==> src/rtl/multi_generator_random_bank_defines.svh <==
// Assertion macros for the random generator bank.
`ifndef MULTI_GENERATOR_RANDOM_BANK_DEFINES_SVH
`define MULTI_GENERATOR_RANDOM_BANK_DEFINES_SVH
// Property that holds in the cycle after the trigger.
`define MGRB_ASSERT_NEXT(label, clk, rst_n, trig, cond) \
    label: assert property (@(posedge clk) disable iff (!rst_n) (trig) |=> (cond)) \
        else $error("%m: check failed");
// Property that holds in the same cycle.
`define MGRB_ASSERT_NOW(label, clk, rst_n, trig, cond) \
    label: assert property (@(posedge clk) disable iff (!rst_n) (trig) |-> (cond)) \
        else $error("%m: check failed");
`endif

==> src/rtl/mgrb_pkg.sv <==
// Package: types, operation codes and constants of the random generator bank.
package mgrb_pkg;
    localparam int unsigned TableDepth = 256;
    localparam int unsigned IdxW       = $clog2(TableDepth);

    typedef enum logic [3:0] {
        t_op_mwc   = 4'd0,
        t_op_shr3  = 4'd1,
        t_op_cong  = 4'd2,
        t_op_fib   = 4'd3,
        t_op_kiss  = 4'd4,
        t_op_lfib4 = 4'd5,
        t_op_swb   = 4'd6,
        t_op_load  = 4'd7,
        t_op_hash  = 4'd8
    } t_op;

    typedef enum logic [3:0] {
        S_RESET, S_IDLE, S_HASH, S_FILL, S_RD1, S_RD2, S_RD3, S_RD4, S_WR, S_OUT
    } t_state;

    // Table port request from controller.
    typedef struct packed {
        logic            we;
        logic [IdxW-1:0] addr;
        logic [31:0]     wdata;
    } t_tbl_req;

    localparam logic [31:0] MwcHighSeed = 32'd362436069;
    localparam logic [31:0] MwcLowSeed  = 32'd521288629;
    localparam logic [31:0] ShrSeed     = 32'd123456789;
    localparam logic [31:0] CongSeed    = 32'd380116160;
    localparam logic [31:0] FibASeed    = 32'd224466889;
    localparam logic [31:0] FibBSeed    = 32'd7584631;

    localparam logic [2:0] RegMwcHigh = 3'd0;
    localparam logic [2:0] RegMwcLow  = 3'd1;
    localparam logic [2:0] RegShr     = 3'd2;
    localparam logic [2:0] RegCong    = 3'd3;
    localparam logic [2:0] RegFibA    = 3'd4;
    localparam logic [2:0] RegFibB    = 3'd5;

    function automatic logic [31:0] f_shr3(input logic [31:0] v);
        logic [31:0] a;
        logic [31:0] b;
        a = v ^ (v << 17);
        b = a ^ (a >> 13);
        return b ^ (b << 5);
    endfunction

    // Half of one hash per call, three steps each; f_hash_a then f_hash_b chain the six.
    function automatic logic [31:0] f_hash_a(input logic [31:0] v);
        logic [31:0] a;
        logic [31:0] b;
        a = (v + 32'h7ed55d16) + (v << 12);
        b = (a ^ 32'hc761c23c) ^ (a >> 19);
        return (b + 32'h165667b1) + (b << 5);
    endfunction

    function automatic logic [31:0] f_hash_b(input logic [31:0] v);
        logic [31:0] a;
        logic [31:0] b;
        a = (v + 32'hd3a2646c) ^ (v << 9);
        b = (a + 32'hfd7046c5) + (a << 3);
        return (b ^ 32'hb55a4f09) ^ (b >> 16);
    endfunction
endpackage

==> src/rtl/mgrb_gens.sv <==
// Scalar generators: MWC, SHR3, CONG and FIB registers with a step strobe each, plus a KISS output.
module mgrb_gens (
    input  logic        i_clk,
    input  logic        i_ld,
    input  logic [31:0] i_s0,
    input  logic [31:0] i_s1,
    input  logic [31:0] i_s2,
    input  logic [31:0] i_s3,
    input  logic [31:0] i_s4,
    input  logic [31:0] i_s5,
    input  logic        i_step_mwc,
    input  logic        i_step_shr,
    input  logic        i_step_cong,
    input  logic        i_step_fib,
    output logic [31:0] o_mwc,
    output logic [31:0] o_shr,
    output logic [31:0] o_cong,
    output logic [31:0] o_fib,
    output logic [31:0] o_kiss
);
    logic [31:0] r_mh, r_ml, r_shr, r_cong, r_fa, r_fb;
    logic [31:0] n_mh, n_ml, n_shr, n_cong, n_fb;

    always_comb begin
        n_mh   = 32'(32'd36969 * {16'd0, r_mh[15:0]}) + {16'd0, r_mh[31:16]};
        n_ml   = 32'(32'd18000 * {16'd0, r_ml[15:0]}) + {16'd0, r_ml[31:16]};
        n_shr  = mgrb_pkg::f_shr3(r_shr);
        n_cong = 32'(32'd69069 * r_cong) + 32'd1234567;
        n_fb   = r_fa + r_fb;
        o_mwc  = {n_mh[15:0], 16'd0} + n_ml;
        o_shr  = n_shr;
        o_cong = n_cong;
        o_fib  = r_fb;
        o_kiss = (o_mwc ^ n_cong) + n_shr;
    end

    always_ff @(posedge i_clk) begin
        if (i_ld) begin
            r_mh <= i_s0; r_ml <= i_s1; r_shr <= i_s2;
            r_cong <= i_s3; r_fa <= i_s4; r_fb <= i_s5;
        end else begin
            if (i_step_mwc) begin
                r_mh <= n_mh;
                r_ml <= n_ml;
            end
            if (i_step_shr) r_shr <= n_shr;
            if (i_step_cong) r_cong <= n_cong;
            if (i_step_fib) begin
                r_fa <= r_fb;
                r_fb <= n_fb;
            end
        end
    end
endmodule

==> config.mk <==
export PLATFORM = sky130hd
export DESIGN_NAME = mgrb_gens
export DESIGN_NICKNAME = d
export VERILOG_FILES = /design/src/rtl/multi_generator_random_bank_defines.svh /design/src/rtl/mgrb_pkg.sv /design/src/rtl/mgrb_gens.sv
export SDC_FILE = /design/constraint.sdc
export NUM_CORES = 1
export LEC_CHECK = 0
export BUFFER_PORTS_ARGS = -buffer_cell sky130_fd_sc_hd__buf_2
export CAP_MARGIN = 40
export CORE_MARGIN = 1
export CORE_UTILIZATION = 61
export CTS_CLUSTER_SIZE = 25
export DETAILED_ROUTE_END_ITERATION = 16
export PLACE_DENSITY = 0.89
export RECOVER_POWER = 100
export SYNTH_ARGS = -nofsm -noshare
export SYNTH_HDL_FRONTEND = slang
export SYNTH_SLANG_ARGS = --single-unit
==> constraint.sdc <==
create_clock -name i_clk -period 13.02 [get_ports i_clk]
set_input_delay 3.255 -clock i_clk [delete_from_list [all_inputs] [get_ports i_clk]]
set_output_delay 3.255 -clock i_clk [all_outputs]
set_load 0.01 [all_outputs]
==> run_results.csv <==
group,metric,value,unit
run_status,status,"finished, violations left",
run_status,violations,"capacitance limit, slew limit",
die,ios,358,
sta,slew_viol_final,481,
setup_path,cpPeakStageDelay,0.50,ns
die,rows,78,
setup_path,critPathSlowestCell,"edfxtp_1",
sta,clock.fmax,0.0790,GHz
detailed_routing,vias,22300,
detailed_routing,wire_per_inst,21.3,µm
placement,placed_cells,3712,
sta,fin_crit,12.66,ns
detailed_routing,vias_per_cell,5.93,
final_layout,stdcell_count,3753,
setup_path,crit_type,"reg -> out",
sta,setup_viol,0,
synthesis,synth_edf_count,192,
die,die_x,217,µm
final_layout,final_cell_mix,"510 x inv_1, 488 x ha_1, 244 x fa_1",
global_routing,grt_max_degree,78,
final_layout,layout_commonest_cell,"inv_1",
die,initial_utilization,0.619,
synthesis,syn_inst,2790,
sta,clock_skew,0.0140,ns
sta,slew-limit-headroom,-1.76,
sta,post-route-period-util,0.973,
clock_tree,path_clk_slew,0.08,ns
sta,finalHoldViolations,0,
clock_tree,clk_latency,0.51,ns
global_routing,antenna_found_initial,15,
clock_tree,cts_buffer_depth,2,
clock_tree,cts.sinks,192,
setup_path,cp-start-kind,"flip-flop",
hold_path,hold_class,"reg -> reg",
sta,worstMarginPinSlew,4.14,ns
die,core_area,0.0455,mm²
synthesis,syn_area,0.0281,mm²
setup_path,crit_family,"adder cells",
detailed_routing,drc,0,
detailed_routing,wl,80000,µm
detailed_routing,drt-pass1-iter-count,6,
die,dieArea,0.0470,mm²
placement,detailed_place_hpwl,66700,µm
synthesis,ys_seq_area_frac,0.205,
final_layout,fin_nets,4068,
global_routing,grt_pass1_wl,125000,µm
setup_path,path_max_fanout,5,
detailed_routing,postRouteAntennaNets,0,
synthesis,yosysWarnings,0,
setup_path,cpMostUsedCell,"ha_1",
synthesis,synth_ff_type,"edfxtp_1",
final_layout,syn_to_final_growth,10.3,%
synthesis,syn_area_per_cell,10.1,µm²
synthesis,synth_nets,3722,
final_layout,fillers,3550,
setup_path,worstPathRequired,9.76,ns
global_routing,gr-usage-all-layers,0.352,
run,drv_cap,9,
clock_tree,cts_tree,"built",
placement,gp_congestion,0.990,
synthesis,ys_async_sr_fraction,0,
synthesis,ys_seq_elements,192,
placement,io_buffer_count,357,
final_layout,drive_above_1_share,0.135,
die,die_h,217,µm
global_routing,grt_pass1_vias,22900,
setup_path,end_kind,"output pin",
detailed_routing,drt_iter0_drc,1467,
synthesis,ys_types,95,
clock_tree,root_buffer,"clkbuf_16",
global_routing,overflow,0,
clock_tree,numCtsBuffers,17,
setup_path,arrival,9.41,ns
clock_tree,h-tree-depth,4,
setup_path,critPathBufInv,5,
## kinds of logic after synthesis
logic type / Yosys count / share of synthesized area
flops: 192 / 0.205
compound gates: 492 / 0.117
fa+ha+maj: 734 / 0.391
mux: 135 / 0.0544
xor+xnor: 255 / 0.0811
buf+inv: 565 / 0.0762
simple gates: 417 / 0.0745
## metrics by stage
step / instance area, µm² / util / setup slack, ns / setup TNS (ns) / hold WS [ns]
after floorplan: 28100 / - / 1.04 / 0 / 0.600
after global placement: 30600 / 0.673 / 0.432 / 0 / 0.614
after detailed placement: 30600 / 0.673 / 0.256 / 0 / 0.605
after CTS: 31200 / 0.686 / 0.0486 / 0 / 0.634
after global routing: 31000 / 0.682 / -0.0204 / -0.0268 / 0.663
final: 31000 / 0.682 / 0.355 / 0 / 0.634
## flip-flops by register name, indices dropped and copies added (netlist names)
register  cells
o_fib        32
r_fa         32
r_cong       32
r_mh         32
r_ml         32
r_shr        32
## worst reg2reg max path, delay by kind of cell, from the launching register on
| kind | cells | cell delay, ns |
|---|---|---|
| multiplexers | 1 | 0.30 |
| flip-flops | 1 | 0.66 |
| buffers and inverters | 4 | 0.25 |
| AO/OA/AOI/OAI | 8 | 2.47 |
| adder cells (fa/ha/maj) | 7 | 3.34 |
## what timing repair did
item                                    4_1_cts  5_1_grt
endpoints found under the setup margin        2        4
setup buffers                                 0        5
resized for setup                             5        8
hold buffers                                  0        0
pin swaps                                     1        8
## Yosys cell counts (5+ instances only)
cell type | count | area (µm²)
a31oi_1 | 12 | 75.1
o211ai_1 | 13 | 97.6
inv_1 | 511 | 1920
o21bai_1 | 17 | 128
and2_1 | 9 | 56.3
buf_1 | 6 | 22.5
o21ai_0 | 109 | 546
a211o_1 | 6 | 52.6
nor3b_1 | 12 | 90.1
or4_1 | 5 | 37.5
nand2_1 | 131 | 492
nand2b_1 | 21 | 131
or2_2 | 11 | 68.8
or3_1 | 12 | 75.1
nand4_1 | 11 | 68.8
a2111oi_0 | 5 | 43.8
a41oi_1 | 5 | 43.8
mux2_2 | 126 | 1420
nand3_1 | 44 | 220
a211oi_1 | 16 | 120
ha_1 | 490 | 6130
clkbuf_1 | 38 | 143
o21a_1 | 26 | 195
nor2_1 | 73 | 274
nor4_1 | 6 | 37.5
edfxtp_1 | 192 | 5770
buf_2 | 6 | 30.0
a21boi_0 | 6 | 45.0
fa_1 | 244 | 4880
o21ai_1 | 7 | 35.0
and3_1 | 16 | 100
nor2b_1 | 12 | 75.1
xor2_1 | 87 | 762
a21oi_1 | 124 | 621
a21o_1 | 57 | 428
nor3_1 | 33 | 165
o31ai_1 | 22 | 165
o221ai_1 | 5 | 43.8
xnor2_1 | 164 | 1440
## routing by layer
metal | vias up | track usage | share of wire
li1 | 10300 | - | -
met1 | 10600 | 0.415 | 0.38
met2 | 1048 | 0.593 | 0.47
met3 | 279 | 0.0819 | 0.088
met4 | 20 | 0.195 | 0.060
met5 | - | 0 | 0.0016
## path summary, 6_finish.rpt
| path | from | to | slack, ns | depth (start not counted) |
|---|---|---|---|---|
| min | o_fib[10] | r_fa[10] | 0.63 | 1 |
| min reg2reg | o_fib[10] | r_fa[10] | 0.63 | 1 |
| max | r_ml[4] | o_kiss[31] | 0.36 | 36 |
| max reg2reg | r_cong[9] | r_cong[26] | 5.87 | 20 |
## layout make-up
type	instances	area (µm²)	share of cell area
repair buffers	381	1730	0.0559
clock buffers	17	425	0.0137
well taps	600	751	0.0242
multi-input cells	2033	20300	0.654
diodes	4	10.0	0.000323
clock inverters	15	143	0.00460
inverters	511	1920	0.0618
flip-flops and latches	192	5770	0.186
Power is left out: the tool's default activity adds up to more than one toggle a clock period on the data nets, which glitch-free logic cannot reach.
